<file path="src/rtl/sync_length_checksum_deframer_defines.svh">
// assertion macros for the sync/length/checksum deframer
`ifndef SYNC_LENGTH_CHECKSUM_DEFRAMER_DEFINES_SVH
`define SYNC_LENGTH_CHECKSUM_DEFRAMER_DEFINES_SVH

`ifndef SYNTHESIS
`define SLCD_ASSERT(label, cond) \
  label: assert property (@(posedge clk) disable iff (rst) (cond)) \
    else $error("slcd assertion failed");
`define SLCD_ASSERT_NEXT(label, ante, cons) \
  label: assert property (@(posedge clk) disable iff (rst) (ante) |=> (cons)) \
    else $error("slcd assertion failed");
`else
`define SLCD_ASSERT(label, cond)
`define SLCD_ASSERT_NEXT(label, ante, cons)
`endif

`endif

</file>
<file path="src/rtl/slcd_pkg.sv">
package slcd_pkg;

  localparam logic [7:0] SYNC_BYTE      = 8'h0F;
  localparam int         LEN_POS        = 3;
  localparam logic [8:0] FRAME_OVERHEAD = 9'd5;

  typedef enum logic [2:0] {
    ST_HUNT    = 3'b001,
    ST_COLLECT = 3'b010,
    ST_EMIT    = 3'b100
  } state_t;

  // control group to the frame store
  typedef struct packed {
    logic wr_en;
    logic rd_en;
  } store_ctl_t;

endpackage

</file>
<file path="src/rtl/slcd_store.sv">
module slcd_store
  import slcd_pkg::*;
#(
  parameter int DEPTH = 32,
  parameter int AW    = 5
) (
  input  logic          clk,
  input  store_ctl_t    ctl,
  input  logic [AW-1:0] wr_addr,
  input  logic [7:0]    wr_data,
  input  logic [AW-1:0] rd_addr,
  output logic [7:0]    rd_data
);

  logic [7:0] mem [DEPTH];

  always_ff @(posedge clk) begin
    if (ctl.wr_en) begin
      mem[wr_addr] <= wr_data;
    end
  end

  // read data holds until the next read
  always_ff @(posedge clk) begin
    if (ctl.rd_en) begin
      rd_data <= mem[rd_addr];
    end
  end

endmodule

</file>
<file path="src/rtl/sync_length_checksum_deframer.sv">
// input: one word per cycle while hunting or collecting; no result for non-final words
// a good frame is read out once its checksum word is taken, one word at a time
// (store read, then output register load), held by output stalls; in_ready is
// low until its last word is loaded; the frame store has a single read port
// reset: synchronous, hunts for sync with an empty output; store contents left as is
`include "sync_length_checksum_deframer_defines.svh"

module sync_length_checksum_deframer
  import slcd_pkg::*;
#(
  parameter int MAX_FRAME = 32
) (
  input  logic       clk,
  input  logic       rst,
  input  logic       in_valid,
  output logic       in_ready,
  input  logic [7:0] rx_byte,
  output logic       out_valid,
  input  logic       out_ready,
  output logic [7:0] frame_byte,
  output logic       frame_last
);

  localparam int AW = $clog2(MAX_FRAME);

  state_t        state, state_next;
  logic [AW-1:0] pos, pos_next;
  logic [AW-1:0] last_idx, last_idx_next;
  logic [7:0]    running_sum, running_sum_next;
  logic [AW-1:0] rd_idx, rd_idx_next;
  logic          rd_pend, rd_pend_next;
  logic          out_valid_next;
  logic [7:0]    frame_byte_next;
  logic          frame_last_next;

  store_ctl_t    store_ctl;
  logic [7:0]    rd_data;
  logic          accept;
  logic          out_free;
  logic [8:0]    total;
  logic          has_len;

  assign in_ready = (state != ST_EMIT);
  assign accept   = in_valid && in_ready;
  assign out_free = !out_valid || out_ready;
  assign total    = {1'b0, rx_byte} + FRAME_OVERHEAD;
  assign has_len  = (pos > AW'(LEN_POS));

  slcd_store #(
    .DEPTH (MAX_FRAME),
    .AW    (AW)
  ) u_store (
    .clk     (clk),
    .ctl     (store_ctl),
    .wr_addr (pos),
    .wr_data (rx_byte),
    .rd_addr (rd_idx),
    .rd_data (rd_data)
  );

  always_comb begin
    state_next       = state;
    pos_next         = pos;
    last_idx_next    = last_idx;
    running_sum_next = running_sum;
    rd_idx_next      = rd_idx;
    rd_pend_next     = rd_pend;
    out_valid_next   = out_valid && !out_ready;
    frame_byte_next  = frame_byte;
    frame_last_next  = frame_last;
    store_ctl        = '0;

    unique case (state)
      ST_HUNT: begin
        if (accept && rx_byte == SYNC_BYTE) begin
          store_ctl.wr_en  = 1'b1;
          pos_next         = AW'(1);
          running_sum_next = '0;
          state_next       = ST_COLLECT;
        end
      end
      ST_COLLECT: begin
        if (accept) begin
          priority if (pos == AW'(LEN_POS) &&
                       (rx_byte == 8'd0 || total > 9'(MAX_FRAME))) begin
            pos_next   = '0;
            state_next = ST_HUNT;
          end else if (has_len && pos == last_idx) begin
            // checksum word: keep it in the store so the frame reads out whole
            if (rx_byte == running_sum) begin
              store_ctl.wr_en = 1'b1;
              rd_idx_next     = '0;
              rd_pend_next    = 1'b0;
              state_next      = ST_EMIT;
            end else begin
              state_next = ST_HUNT;
            end
            pos_next = '0;
          end else begin
            store_ctl.wr_en  = 1'b1;
            running_sum_next = running_sum + rx_byte;
            pos_next         = pos + AW'(1);
            if (pos == AW'(LEN_POS)) begin
              last_idx_next = AW'(total - 9'd1);
            end
          end
        end
      end
      ST_EMIT: begin
        if (!rd_pend) begin
          store_ctl.rd_en = 1'b1;
          rd_pend_next    = 1'b1;
        end else if (out_free) begin
          out_valid_next  = 1'b1;
          frame_byte_next = rd_data;
          frame_last_next = (rd_idx == last_idx);
          rd_pend_next    = 1'b0;
          if (rd_idx == last_idx) begin
            state_next = ST_HUNT;
          end else begin
            rd_idx_next = rd_idx + AW'(1);
          end
        end
      end
      default: begin
        state_next = ST_HUNT;
      end
    endcase
  end

  always_ff @(posedge clk) begin
    if (rst) begin
      state       <= ST_HUNT;
      pos         <= '0;
      last_idx    <= '0;
      running_sum <= '0;
      rd_idx      <= '0;
      rd_pend     <= 1'b0;
      out_valid   <= 1'b0;
    end else begin
      state       <= state_next;
      pos         <= pos_next;
      last_idx    <= last_idx_next;
      running_sum <= running_sum_next;
      rd_idx      <= rd_idx_next;
      rd_pend     <= rd_pend_next;
      out_valid   <= out_valid_next;
    end
  end

  always_ff @(posedge clk) begin
    frame_byte <= frame_byte_next;
    frame_last <= frame_last_next;
  end

  `SLCD_ASSERT(a_pend_only_emit, !rd_pend || state == ST_EMIT)
  `SLCD_ASSERT_NEXT(a_out_hold, out_valid && !out_ready, out_valid && $stable(frame_byte) && $stable(frame_last))
  `SLCD_ASSERT_NEXT(a_zero_len_drops, accept && state == ST_COLLECT && pos == AW'(LEN_POS) && rx_byte == 8'd0, state == ST_HUNT)
  `SLCD_ASSERT(a_pos_bounded, !(state == ST_COLLECT && has_len) || pos <= last_idx)

endmodule
</file>
<file path="config.mk">
export PLATFORM = sky130hd
export DESIGN_NAME = sync_length_checksum_deframer
export DESIGN_NICKNAME = d
export VERILOG_FILES = /design/src/rtl/slcd_pkg.sv /design/src/rtl/slcd_store.sv /design/src/rtl/sync_length_checksum_deframer.sv
export VERILOG_INCLUDE_DIRS = /design/src /design/src/rtl
export SDC_FILE = /design/constraint.sdc
export NUM_CORES = 1
export LEC_CHECK = 0
export BUFFER_PORTS_ARGS = -buffer_cell sky130_fd_sc_hd__buf_2
export CORE_MARGIN = 4
export CORE_UTILIZATION = 62
export CTS_CLUSTER_DIAMETER = 50
export CTS_CLUSTER_SIZE = 40
export DETAILED_ROUTE_END_ITERATION = 10
export PLACE_DENSITY = 0.8
export RECOVER_POWER = 50
export SLEW_MARGIN = 20
export SYNTH_ARGS = -nofsm -noshare
export SYNTH_HDL_FRONTEND = slang
export SYNTH_SLANG_ARGS = --single-unit
export TNS_END_PERCENT = 20
</file>
<file path="constraint.sdc">
create_clock -name clk -period 2.89 [get_ports clk]
set_input_delay 0.289 -clock clk [delete_from_list [all_inputs] [get_ports clk]]
set_output_delay 0.289 -clock clk [all_outputs]
set_load 0.02 [all_outputs]
</file>
# Word-level counts from Yosys, hierarchy flattened
# Memory sizes are Yosys's and may differ from the RTL's. A register that Yosys moved wholly into a read port is not among the register bits.
# Cells that the tools add are included.
# totals
ff_bits	37
latch_bits	0
ram_bits	256
romBits	0
input_bits	12
output_inout_bits	11
word_cells	105
n_memories	1
# memory_table
name	words	word_bits	read_ports	rd_ports_with_merged_regs	write_ports	line	source
u_store.mem	32	8	1	1	1	slcd_store.sv:15	logic [7:0] mem [DEPTH];
# classes
n_addsub	5
mul	0
div	0
magnitude_cmp	2
eq_ne	20
shifts	0
n_mux	47
n_bitwise	2
n_reduce_logical	19
# op_table
cell	n
5-bit 2-to-1 mux	11
8-bit 2-to-1 mux	4
3-bit 2-to-1 mux	8
2-bit != test (second input constant)	10
5-bit case mux with 2 select lines	2
1-bit 2-to-1 mux	18
8-bit case mux with 2 select lines	1
5-bit AND reduction	3
5-bit by 1-bit adder with 5-bit output (second input constant)	2
5-bit == test	2
8-bit by 3-bit adder with 9-bit output (second input constant)	1
9-bit by 6-bit > comparator with 1-bit output (second input constant)	1
3-bit case mux with 3 select lines	1
8-bit adder	1
8-bit by 4-bit == test with 1-bit output (second input constant)	1
8-bit == test	1
8-bit zero test	1
8-bit AND reduction	1
3-bit != test (second input constant)	2
3-bit AND reduction	2
6-bit AND reduction	1
5-bit by 2-bit == test with 1-bit output (second input constant)	1
5-bit by 2-bit > comparator with 1-bit output (second input constant)	1
1-bit logical AND	5
9 further kinds	14

# Depth between registers and ports, before layout
# logic_depth
depth_word	9
depth_mapped	9
depth_no_buf	8

# Hierarchy
# Synthesis repeated with hierarchy kept, for this count alone.
# hier_totals
cells_unflattened	657
hier_area_um2	12459.4
# modules_own_cells
mod	n_inst	cells_per_inst	area_per_inst_um2	seq_area_each_um2
slcd_store	1	417	10133.5	7927.6
sync_length_checksum_deframer	1	240	2326.0	830.8

# Worst setup path before layout
# No wires, ideal clock.
# synth_path
path_type	reg2reg
start	register pos[0]
end	memory u_store.mem[16][0], enable pin
setup_ns	0.278
t_arrival_ns	2.315
t_required_ns	2.612
setup_slack_ns	0.297
stages_incl_launch_ff	9
path_buffers	1
period_less_slack_ns	2.593
path_cell_list	dfxtp_1 > ha_1 > nand3b_1 > a2111o_1 > o21ai_1 > a221oi_1 > o221a_2 > clkbuf_1 > and3_1
# synth_via
elab_chain_len	8
word_cells_on_any_way	11
cone_classes	1 x order compare; 2 x eq/ne; 6 x mux; 2 x reduce/logical
# synth_rtl
element	line	source
from (decl)	sync_length_checksum_deframer.sv:27	logic [AW-1:0] pos, pos_next;
from (signal assigned)	sync_length_checksum_deframer.sv:142	pos <= pos_next;
5-bit by 2-bit > comparator with 1-bit output or 5-bit == test (tied branches)	sync_length_checksum_deframer.sv:47, sync_length_checksum_deframer.sv:88	
1-bit logical AND	sync_length_checksum_deframer.sv:88	end else if (has_len && pos == last_idx) begin
1-bit 2-to-1 mux	sync_length_checksum_deframer.sv:88	
1-bit 2-to-1 mux	sync_length_checksum_deframer.sv:84	priority if (pos == AW'(LEN_POS) &&
1-bit 2-to-1 mux	sync_length_checksum_deframer.sv:83	if (accept) begin
1-bit case mux with 2 select lines	sync_length_checksum_deframer.sv:73	unique case (state)
1-bit 2-to-1 mux	slcd_store.sv:18	if (ctl.wr_en) begin
1-bit 2-to-1 mux (not written as such)	slcd_store.sv:19	mem[wr_addr] <= wr_data;
to (decl)	slcd_store.sv:15	
# Several ways; a longest one is shown, not always the timed one.

# Worst setup path after layout
# layout_path
start	register running_sum[1]
end	memory u_store.mem[8][4], enable pin
# layout_via
elab_chain_len	8
# layout_rtl
element	line	source
from (decl)	sync_length_checksum_deframer.sv:29	logic [7:0] running_sum, running_sum_next;
from (signal assigned)	sync_length_checksum_deframer.sv:144	running_sum <= running_sum_next;
8-bit == test	sync_length_checksum_deframer.sv:90	if (rx_byte == running_sum) begin
1-bit 2-to-1 mux	sync_length_checksum_deframer.sv:90	
1-bit 2-to-1 mux	sync_length_checksum_deframer.sv:88	
1-bit 2-to-1 mux	sync_length_checksum_deframer.sv:84	
1-bit 2-to-1 mux	sync_length_checksum_deframer.sv:83	
1-bit case mux with 2 select lines	sync_length_checksum_deframer.sv:73	
1-bit 2-to-1 mux	slcd_store.sv:18	
1-bit 2-to-1 mux (not written as such)	slcd_store.sv:19	
# No other way between the ends.

==> results.txt <==
status: finished, violations left
failing checks: capacitance limit, slew limit
Worst R2R Path Depth: 9
drt wl/cell: 27.3 um
CP max-delay cell: dfxtp_1
#FFs+latches synth: 301
switching power: 2.03 mW
WP depth: 9
slew margin rel.: -0.157
1st-iter DRT viols: 897
part of the power in registers: 0.543
Final Hold Viols: 0
Mean Syn Cell Area: 18.4 um^2
Die H: 150 um
CORE AREA: 0.0197 mm^2
Crit Path Max Fanout: 32
ANT cells: 0
post-layout util: 0.730
largest delay contributor family on the critical path: simple AND/OR/NAND/NOR gates
H-tree depth: 1
final WL: 28900 um
Clock Latency Late Sink: 0.56 ns
CP Launch Point: running_sum[1]
pwr dens: 607 mW/mm^2
first-pass GRT wire length: 44500 um
most frequent cells in the layout: edfxtp_1, mux4_2, buf_4
post-synth top area share: 0.656
worst stage delay on the critical path: 0.40 ns
Port Buffers: 22
initial antenna violation count: 0
Worst Setup End Kind: flop
Synth Flop Type: edfxtp_1
P_leak: 4.75 nW
Post-Syn Instances: 679
commonest non-fill, non-tap cell in the layout: edfxtp_1
internal reg-to-reg setup slack: 0.15 ns
overall global routing resource usage: 0.270
worst reg2reg startpoint: running_sum[1]
reg-to-reg endpoint: u_store.mem[8][4]
vias in the first global route: 7023
I/O pin count: 23
CP startpoint kind: flop
fin crit period: 2.74 ns
worst ir drop on vdd: 510 uV
ANT nets after route: 0
CP bufs+invs: 3
CTS tree: yes
max_cap viols: 1
Worst Path Required: 3.14 ns
Final Max Tran Viols: 34
pin count of the biggest net entering global routing: 37
post-synth cell types: 58
DRC viols: 0
initial core utilization: 0.636
EDFF count, synth: 273
actual slew at the worst max-slew pin: 1.74 ns
Clock Skew: 0.0223 ns
Tcrit/Tclk final: 0.949
Synth area leader: edfxtp_1
Crit Path Class: reg2reg
dpl hpwl: 18700 um
routability congestion estimate: 0.960
Nets: 801
fmax: 365 MHz
post-CTS resize count: 0
Comb power frac: 0.022
die width: 150 um
total power: 8.72 mW
cell breakdown of the critical path: ha_1, nor4_2, and4_1, inv_1, a221oi_1, o221a_2, buf_12, and3_1, buf_4
Worst EP arrival: 2.99 ns
clock transition at the registers of the reported paths: 0.08 ns
Vias: 7066
syn_nets: 707
Mapped Area: 0.0125 mm^2
ratio of cells with drive above 1 in the final layout: 0.266
clk sinks: 301
row cnt: 51
fill count: 1177
post-CTS setup buffer count: 0
Die ar.: 0.0225 mm^2
Pre-antenna DRT Iters: 5
clock buffer depth: 3
hold bufs inserted after CTS: 0
# setup viols final: 0
asr flop ratio synth: 0
Root Buffer: clkbuf_16
grt total ovfl: 0
cell-internal power: 6.68 mW
crit path capture: u_store.mem[8][4]
DR vias/cell: 6.68
power share of the clock group: 0.435
sequential share of the synthesized area: 0.701
HP Class: in2reg
ranking of synthesized cells by area: edfxtp_1, mux4_2, dfxtp_1, and3_1, ha_1
Net Sw Frac: 0.233
Inserted Clock Buffers: 26
Hold WS: 0.133 ns
Layout area overhead: 14.9%
warnings from Yosys: 0
## Yosys cell counts, types with 2 or more instances
cell type  instances
nor4_1             3
mux2_2             8
a21oi_1           23
a31oi_1            5
or4_1              3
o21ai_0           10
a32oi_1            2
a21o_1             3
o32ai_1            2
a21boi_0           2
o211ai_1           3
nand3_1           10
nand2b_1           4
nor3b_1            3
a211oi_1           5
and3_1            36
buf_1              3
nor2_1            26
or3_1              2
xor2_1             6
mux4_2            80
and2_1             6
nor2b_1            4
edfxtp_1         273
mux2i_1            3
nand4b_1           3
a22o_1             7
dfxtp_1           28
buf_2              6
nand2_1           14
clkbuf_1          24
ha_1              15
inv_1             13
xnor2_1           15
nor3_1             5
a221oi_1           2
## area by class of cell
class                   count  area, um^2  share of cell area
multi-input cells         331        3550               0.248
well taps                 265         332              0.0231
clock inverters            21         309              0.0215
repair buffers             99         661              0.0460
flip-flops and latches    301        8760               0.611
inverters                  14        52.6             0.00366
clock buffers              27         676              0.0471
## worst reg2reg max path: cells and delay by family (launching register included)
kind            cells  cell delay [ns]
compound gates      2             0.56
fa+ha+maj           1             0.28
flops               1             0.40
buf+inv             3             0.42
simple gates        3             0.79
## state kept, by name, indices dropped and copies added, names as in the netlist
signal,count
u_store.mem,256
last_idx,5
rd_idx,5
pos,5
frame_byte,8
running_sum,8
rd_pend,1
state,3
out_valid,1
frame_last,1
u_store.rd_data,8
## routing by layer
metal | up-vias | wire length (um) | track usage
li1 | 2965 | - | -
met1 | 3566 | 10900 | 0.392
met2 | 464 | 14300 | 0.443
met3 | 71 | 2840 | 0.0354
met4 | 0 | 860 | 0.0709
met5 | - | 0 | 0
## cells by family after synthesis
kind of cell    after synthesis  synth area share
compound gates               75            0.0407
fa+ha+maj                    16            0.0166
xor+xnor                     21            0.0147
mux                          91             0.154
simple gates                128            0.0582
buf+inv                      47            0.0147
flops                       301             0.701
## worst min-delay path by stage
stage,startpoint,end,slack [ns],depth (start not counted)
after floorplan,rx_byte[0],u_store.mem[0][0],0.39,0
after global placement,u_store.rd_data[0],frame_byte[0],0.41,0
after detailed placement,u_store.rd_data[6],frame_byte[6],0.41,0
after CTS,out_ready,out_valid,0.11,3
after global routing,in_valid,state[0],0.17,3
final,in_valid,state[0],0.13,3
## through the flow
step | TNS, ns | instance area, um^2 | cells | setup WS [ns]
6_report | 0 | 14300 | 1058 | 0.148
5_1_grt | -1.69 | 14300 | 1058 | -0.0495
4_1_cts | 0 | 14400 | 1058 | 0.107
3_5_place_dp | 0 | 13400 | 1010 | 0.0562
3_3_place_gp | 0 | 13400 | 1010 | 0.0931
2_1_floorplan | 0 | 12500 | 679 | 0.297
## power by group through the flow
stage                     clock [mW]  combinational (mW)  sequential (mW)
after floorplan                    0              0.0645             4.83
after global placement             0               0.186             4.83
after detailed placement           0               0.195             4.83
after CTS                       3.83               0.197             4.73
after global routing            4.04               0.207             4.73
final                           3.79               0.191             4.73
(Power assumes the default switching activity.)
